`config.mk`:
```
export PLATFORM = sky130hd
export DESIGN_NAME = cgst_ctrl
export DESIGN_NICKNAME = d
export VERILOG_FILES = /design/src/cgst_pkg.sv /design/src/cgst_ctrl.sv
export SDC_FILE = /design/constraint.sdc
export NUM_CORES = 1
export LEC_CHECK = 0
export ABC_AREA = 1
export BUFFER_PORTS_ARGS = -buffer_cell sky130_fd_sc_hd__buf_2
export CORE_ASPECT_RATIO = 1.1
export CORE_MARGIN = 4
export CORE_UTILIZATION = 39
export DETAILED_ROUTE_END_ITERATION = 12
export PLACE_DENSITY = 0.75
export SLEW_MARGIN = 0
export SYNTH_ARGS = -nofsm -noshare
export SYNTH_HDL_FRONTEND = slang
export SYNTH_SLANG_ARGS = --single-unit
```
`constraint.sdc`:
```
create_clock -name clk -period 1 [get_ports clk]
set_input_delay 0.15 -clock clk [delete_from_list [all_inputs] [get_ports clk]]
set_output_delay 0.15 -clock clk [all_outputs]
set_load 0.005 [all_outputs]
```
`src/cgst_pkg.sv`:
```
// package: types, constants and command structs for the colour stop table
`default_nettype none
package cgst_pkg;
  localparam int MaxStops = 16;
  localparam int IdxW = $clog2(MaxStops);
  localparam int CntW = $clog2(MaxStops + 1);

  typedef enum logic [1:0] {
    ACT_CLEAR  = 2'd0,
    ACT_ADD    = 2'd1,
    ACT_LOOKUP = 2'd2,
    ACT_NONE   = 2'd3
  } action_t;

  typedef enum logic [1:0] {
    ST_OK    = 2'd0,
    ST_FULL  = 2'd1,
    ST_EMPTY = 2'd2
  } status_t;

  typedef enum logic [3:0] {
    S_IDLE, S_ADD_RD, S_ADD_CMP, S_ADD_WR, S_LK_RD, S_LK_CMP,
    S_LK_RD1, S_LK_DIV, S_LK_MUL, S_LK_SUM, S_DONE
  } state_t;

  typedef struct packed {
    logic load;       // capture input transaction
    logic clear;      // empty the table
    logic rd;         // read entry at pointer
    logic shift_wr;   // write read entry one slot up
    logic ins_wr;     // write new stop at pointer
    logic ptr_dec;
    logic ptr_inc;
    logic ptr_last;   // point at last stop
    logic ptr_zero;
    logic hold_lo;    // keep read entry as lower neighbour
    logic div_start;
    logic mul;
    logic sum;
    logic color_rd;   // result is the read colour
    logic set_full;
    logic set_empty;
    logic done;
  } cmd_t;

  typedef struct packed {
    action_t    act;
    logic       empty;
    logic       full;
    logic       ptr_zero;
    logic       rd_gt;    // read position > input position
    logic       rd_le;    // input position <= read position
    logic       div_busy;
  } stat_t;
endpackage
`default_nettype wire

```
`src/cgst_ctrl.sv`:
```
// controller state machine for the colour stop table
`default_nettype none
module cgst_ctrl import cgst_pkg::*; (
  input  wire logic  clk,
  input  wire logic  rst,
  input  wire logic  start,
  input  wire stat_t st,
  output cmd_t       cmd,
  output logic       busy
);
  state_t state, state_next;

  always_ff @(posedge clk) begin
    if (rst) state <= S_IDLE;
    else state <= state_next;
  end

  always_comb begin
    state_next = state;
    cmd = '0;
    busy = (state != S_IDLE);
    case (state)
      S_IDLE: begin
        if (start) begin
          cmd.load = 1'b1;
          state_next = S_LK_RD;
        end
      end
      S_LK_RD: begin
        // first visit after load: decide by action
        case (st.act)
          ACT_CLEAR: begin
            cmd.clear = 1'b1;
            state_next = S_DONE;
          end
          ACT_ADD: begin
            if (st.full) begin
              cmd.set_full = 1'b1;
              state_next = S_DONE;
            end else if (st.empty) begin
              cmd.ins_wr = 1'b1;
              state_next = S_DONE;
            end else begin
              cmd.ptr_last = 1'b1;
              state_next = S_ADD_RD;
            end
          end
          ACT_LOOKUP: begin
            if (st.empty) begin
              cmd.set_empty = 1'b1;
              state_next = S_DONE;
            end else begin
              cmd.ptr_zero = 1'b1;
              state_next = S_LK_CMP;
            end
          end
          default: state_next = S_DONE;
        endcase
      end
      S_ADD_RD: begin
        cmd.rd = 1'b1;
        state_next = S_ADD_CMP;
      end
      S_ADD_CMP: begin
        if (st.rd_gt) begin
          cmd.shift_wr = 1'b1;
          if (st.ptr_zero) begin
            state_next = S_ADD_WR;
          end else begin
            cmd.ptr_dec = 1'b1;
            state_next = S_ADD_RD;
          end
        end else begin
          cmd.ptr_inc = 1'b1;
          state_next = S_ADD_WR;
        end
      end
      S_ADD_WR: begin
        cmd.ins_wr = 1'b1;
        state_next = S_DONE;
      end
      S_LK_CMP: begin
        // pointer walks up; the read entry is registered and seen in S_LK_RD1
        cmd.rd = 1'b1;
        state_next = S_LK_RD1;
      end
      S_LK_RD1: begin
        if (st.ptr_zero && st.rd_le) begin
          // at or below the first stop
          cmd.color_rd = 1'b1;
          state_next = S_DONE;
        end else if (!st.ptr_zero && st.rd_gt) begin
          state_next = S_LK_DIV;
          cmd.div_start = 1'b1;
        end else if (st.full) begin
          // pointer at last stop and input at or beyond it
          cmd.color_rd = 1'b1;
          state_next = S_DONE;
        end else begin
          cmd.hold_lo = 1'b1;
          cmd.ptr_inc = 1'b1;
          state_next = S_LK_CMP;
        end
      end
      S_LK_DIV: begin
        if (!st.div_busy) state_next = S_LK_MUL;
      end
      S_LK_MUL: begin
        cmd.mul = 1'b1;
        state_next = S_LK_SUM;
      end
      S_LK_SUM: begin
        cmd.sum = 1'b1;
        state_next = S_DONE;
      end
      S_DONE: begin
        cmd.done = 1'b1;
        state_next = S_IDLE;
      end
      default: state_next = S_IDLE;
    endcase
  end
endmodule
`default_nettype wire

```
======== Word-level counts from Yosys, hierarchy flattened ========
Index checks and enable logic that the tools add are counted.
operators by class
  eq/ne operators ......................... 14
  mux-type cells .......................... 49
  reductions and logical operators ........ 9
operators by type and width
  kind                                                             number
  4-bit two-way mux                                                9
  4-bit one-hot mux with 9 select lines                            1
  1-bit two-way mux                                                31
  4-bit by 3-bit == test with 1-bit output, second input constant  4
  4-bit == test, second input constant                             3
  2-bit two-way mux                                                5
  4-bit by 2-bit == test with 1-bit output, second input constant  2
  4-bit one-hot mux with 2 select lines                            1
  4-bit by 1-bit == test with 1-bit output, second input constant  1
  4-bit logical NOT                                                1
  2-bit inequality test, second input constant                     2
  1-bit one-hot mux with 2 select lines                            2
  4-bit nonzero test                                               1
  2-bit OR reduction                                               2
  2-bit by 1-bit == test with 1-bit output, second input constant  1
  2-bit == test, second input constant                             1
  1-bit logical AND                                                2
  2-bit logical NOT                                                1
  2-bit AND reduction                                              1
  1-bit logical NOT                                                1
word-level totals
  register bits after elaboration ......... 4
  bits of input ports ..................... 11
  output and inout port bits .............. 18
  word-level logic and storage cells ...... 73

======== Longest topological paths before layout ========
  depth in word-level cells ............... 5
  gate-level depth with buffers ........... 11

======== Worst setup path after synthesis ========
No wires, ideal clock.
  path kind ............................... input to register
  start point ............................. input st[6] (netlist name)
  end point ............................... register state[1]
  setup time .............................. 109 ps
  data arrival time ....................... 933 ps
  required time ........................... 891 ps
  path slack .............................. -42 ps
  stages .................................. 11
  path buffers ............................ 0
  cell sequence ........................... inv_1 > ha_1 > inv_1 > a21oi_1 > nand2_1 > nand2_1 > nand2_1 > inv_1 > nand3_1 > nand2_1 > inv_1
on the way
  cells in the longest elaborated chain, start to end .. 3
RTL lines
  item                                                                       RTL line         text
  start, declared                                                            cgst_ctrl.sv:7   input wire stat_t st,
  2-bit == test or 2-bit by 1-bit == test with 1-bit output (tied branches)  cgst_ctrl.sv:31  case (st.act)
  4-bit one-hot mux with 2 select lines (*)                                  cgst_ctrl.sv:31
  4-bit one-hot mux with 9 select lines (*)                                  cgst_ctrl.sv:22  case (state)
  end signal, assigned                                                       cgst_ctrl.sv:15  else state <= state_next;
  end, declared                                                              cgst_ctrl.sv:11  state_t state, state_next;
Every way passes the cells marked *; elsewhere a longest branch is shown, timed or not.
A chain may end at the register's enable or synchronous reset.

==> summary.md <==
| Metric | Value |
|---|---|
| Port Buffer Count | `28` |
| Syn nets | `125` |
| Post-route DRC violation count | `0` |
| Placed insts | `163` |
| Root Buffer | `clkbuf_4` |
| Synth cell types | `16` |
| Antenna violations before repair | `0` |
| Die area | `0.002108 sq mm` |
| Vias in the first global route | `808` |
| FF-to-FF path depth | `10` |
| LEAKAGE | `0.7173 nW` |
| Net Switching | `1.472 mW` |
| Tmin final | `1.440 ns` |
| Clock power share | `6.3%` |
| Iteration-0 DRC Markers | `59` |
| Antenna-violating nets left | `0` |
| Syn avg cell area | `5.050 sq um` |
| CP Launch Type | `flop` |
| Clock Latency Late Sink | `0.22 ns` |
| Sw Ratio | `49.17%` |
| Status | `finished, violations left` |
| #FFs+latches synth | `4` |
| DRT Pass-1 Iters | `4` |
| Register share of total power | `13.0%` |
| Flop-to-flop setup slack | `-0.41 ns` |
| Top-level I/O count | `29` |
| Post-route cell area | `0.001227 sq mm` |
| Synth Area in Compound Gates | `5.580%` |
| Failing checks | `negative setup slack` |
| Setup-failing EPs final | `22` |
| Hold Path Depth | `2` |
| Top reg by flops | `state` |
| Fin. Hold Viols | `0` |
| WHS Endpoint | `state[3]$_SDFFE_PP0P_` |
| Drt wl/cell | `16.88 um` |
| Final std cells w/o fill | `186` |
| Worst Path Max Fanout | `5` |
| Crit Reg-Reg Endpoint | `state[1]$_SDFFE_PP0P_` |
| Sequential element share of the synthesized area | `14.29%` |
| Cell Area, Synth | `560.5 sq um` |
| Power Total | `2.994 mW` |
| Vias/cell | `5.349` |
| Cell Area, Placed | `798.3 sq um` |
| WS Path Type | `flop to output pin` |
| Final core utilization | `89.84%` |
| Mapped Cells | `111` |
| Post-CTS Hold Buffers | `0` |
| Max reg flops | `4` |
| Sum Neg Setup Slack | `-7.061 ns` |
| Chip Width | `44.15 um` |
| Total congestion overflow | `0` |
| Total CTS buffers | `3` |
| Commonest non-fill, non-tap cell in the layout | `buf_2` |
| Slew headroom | `82.58%` |
| Dpl hpwl | `1.332 mm` |
| Post-Synth Adder-Cell Area | `6.696%` |
| Simple-gate share of the synthesized area | `53.35%` |
| Final net count | `186` |
| Largest net degree at the start of global routing | `6` |
| XOR/XNOR share of the synthesized area | `0%` |
| Max-cap violations | `0` |
| Die extent in y | `47.76 um` |
| Setup WS post-layout | `-0.4401 ns` |
| CORE AREA | `0.001366 sq mm` |
| Commonest non-fill, non-tap cells in the layout | `buf_2 (25), nand2_1 (18), inv_1 (17)` |
| GRT Overall Usage | `19.57%` |
| First-pass GRT wire length | `3.167 mm` |
| Tcrit/Tclk final | `144.0%` |
| Row cnt | `14` |
| Setup Slack @ Placement | `-0.2303 ns` |
| Logic gate share of total power | `80.7%` |
| Via Count | `995` |
| CP required | `0.85 ns` |
| F_max | `694.4 MHz` |
| Gpl congestion | `0.8141` |
| Pint | `1.522 mW` |
| Max VDD drop | `1.776 mV` |
| Pwr Density | `2439 mW/mm^2` |
| Clock sink count | `4` |
| Clk buf depth | `2` |
| Layout cell share with drive strength beyond 1 | `64.12%` |
| Reg clk slew, reported paths | `0.04 ns` |
| H-tree levels | `1` |
| Area grow syn2layout | `119.0%` |
| Max Slew Vio Count | `0` |
| Hold Path Class | `input port to flop` |
| Effective utilization at floorplan | `41.03%` |
| Largest registers | `state x4` |
| Reg-to-Reg Start | `state[3]$_SDFFE_PP0P_` |
| Arr. time, crit path | `1.29 ns` |
| Type of destination of the critical path | `output pin` |
| Hold Path Origin | `rst` |
| Worst Max-Slew Pin Slew | `0.2586 ns` |
| CTS tree | `built` |
| Synth Warn # | `0` |
| Skew final | `0.004916 ns` |
| RSZ-0062 raised after global routing | `true` |
| Largest family of logic cells by synthesized area | `simple AND/OR/NAND/NOR gates` |
| Mux cell area share after synthesis | `0%` |
| Final hold slack | `0.1103 ns` |
| Drt total wl | `3.139 mm` |
| Ant. Diodes | `0` |
logic make-up after synthesis:
kind of cell    Yosys count
simple gates             68
fa+ha+maj                 3
buf+inv                  30
flops                     4
compound gates            6
cell type report:
cell class,count,area (sq um)
repair buffers,56,414.1
well taps,16,20.02
flip-flops and latches,4,92.59
fillers,66,138.9
clock buffers,3,22.52
multi-input cells,77,553.0
inverters,30,125.1
worst max path at each step:
stage / start / end / slack [ns] / depth (start not counted)
3_3_place_gp: state[2]$_SDFFE_PP0P_ / cmd[12] / -0.17 / 5
2_1_floorplan: st[6] / state[1]$_SDFFE_PP0P_ / -0.01 / 11
3_5_place_dp: st[7] / state[1]$_SDFFE_PP0P_ / -0.23 / 12
4_1_cts: state[1]$_SDFFE_PP0P_ / cmd[1] / -0.33 / 6
5_1_grt: state[3]$_SDFFE_PP0P_ / cmd[15] / -0.48 / 6
6_report: state[3]$_SDFFE_PP0P_ / cmd[9] / -0.44 / 6
critical path, stage by stage (launching register included):
cell and delay (ns):
dfxtp_4 0.36, inv_4 0.08, nand2_4 0.07, nor2_4 0.16, inv_2 0.09, nor2_1 0.15, buf_2 0.15
synth_stat cells:
library cell | count | share of area, %
a21oi_1 | 2 | 1.8
dfxtp_1 | 4 | 14
ha_1 | 3 | 6.7
inv_1 | 26 | 17
inv_2 | 4 | 2.7
nand2_1 | 27 | 18
nand2_2 | 1 | 1.1
nand2_4 | 1 | 2.0
nand3_1 | 12 | 11
nand4_1 | 1 | 1.1
nor2_1 | 23 | 15
nor2_4 | 2 | 4.0
nor3_1 | 1 | 0.89
o21ai_0 | 2 | 1.8
o21ai_1 | 1 | 0.89
o22ai_1 | 1 | 1.1
power by group through the flow:
stage / Clock (mW) / Combinational (mW) / Sequential (mW)
after global routing: 0.216 / 2.56 / 0.396
after CTS: 0.203 / 1.46 / 0.371
final: 0.189 / 2.42 / 0.389
after detailed placement: 0 / 1.12 / 0.296
after floorplan: 0 / 0.750 / 0.286
after global placement: 0 / 1.10 / 0.296
repair_timing:
action                     in CTS  in global routing
setup buffers                  10                 10
setup endpoints to repair      22                 22
hold endpoints to repair        0                  0
resized for setup              29                 45
pin swaps                      11                 20
layer usage:
layer / global-route usage (%) / vias up / part of all wire, %
li1: - / 451 / -
met1: 21.95 / 462 / 39
met2: 39.24 / 70 / 52
met3: 2.256 / 12 / 6.8
met4: 4.819 / 0 / 2.4
met5: 0 / - / 0
(Power assumes the default switching activity.)
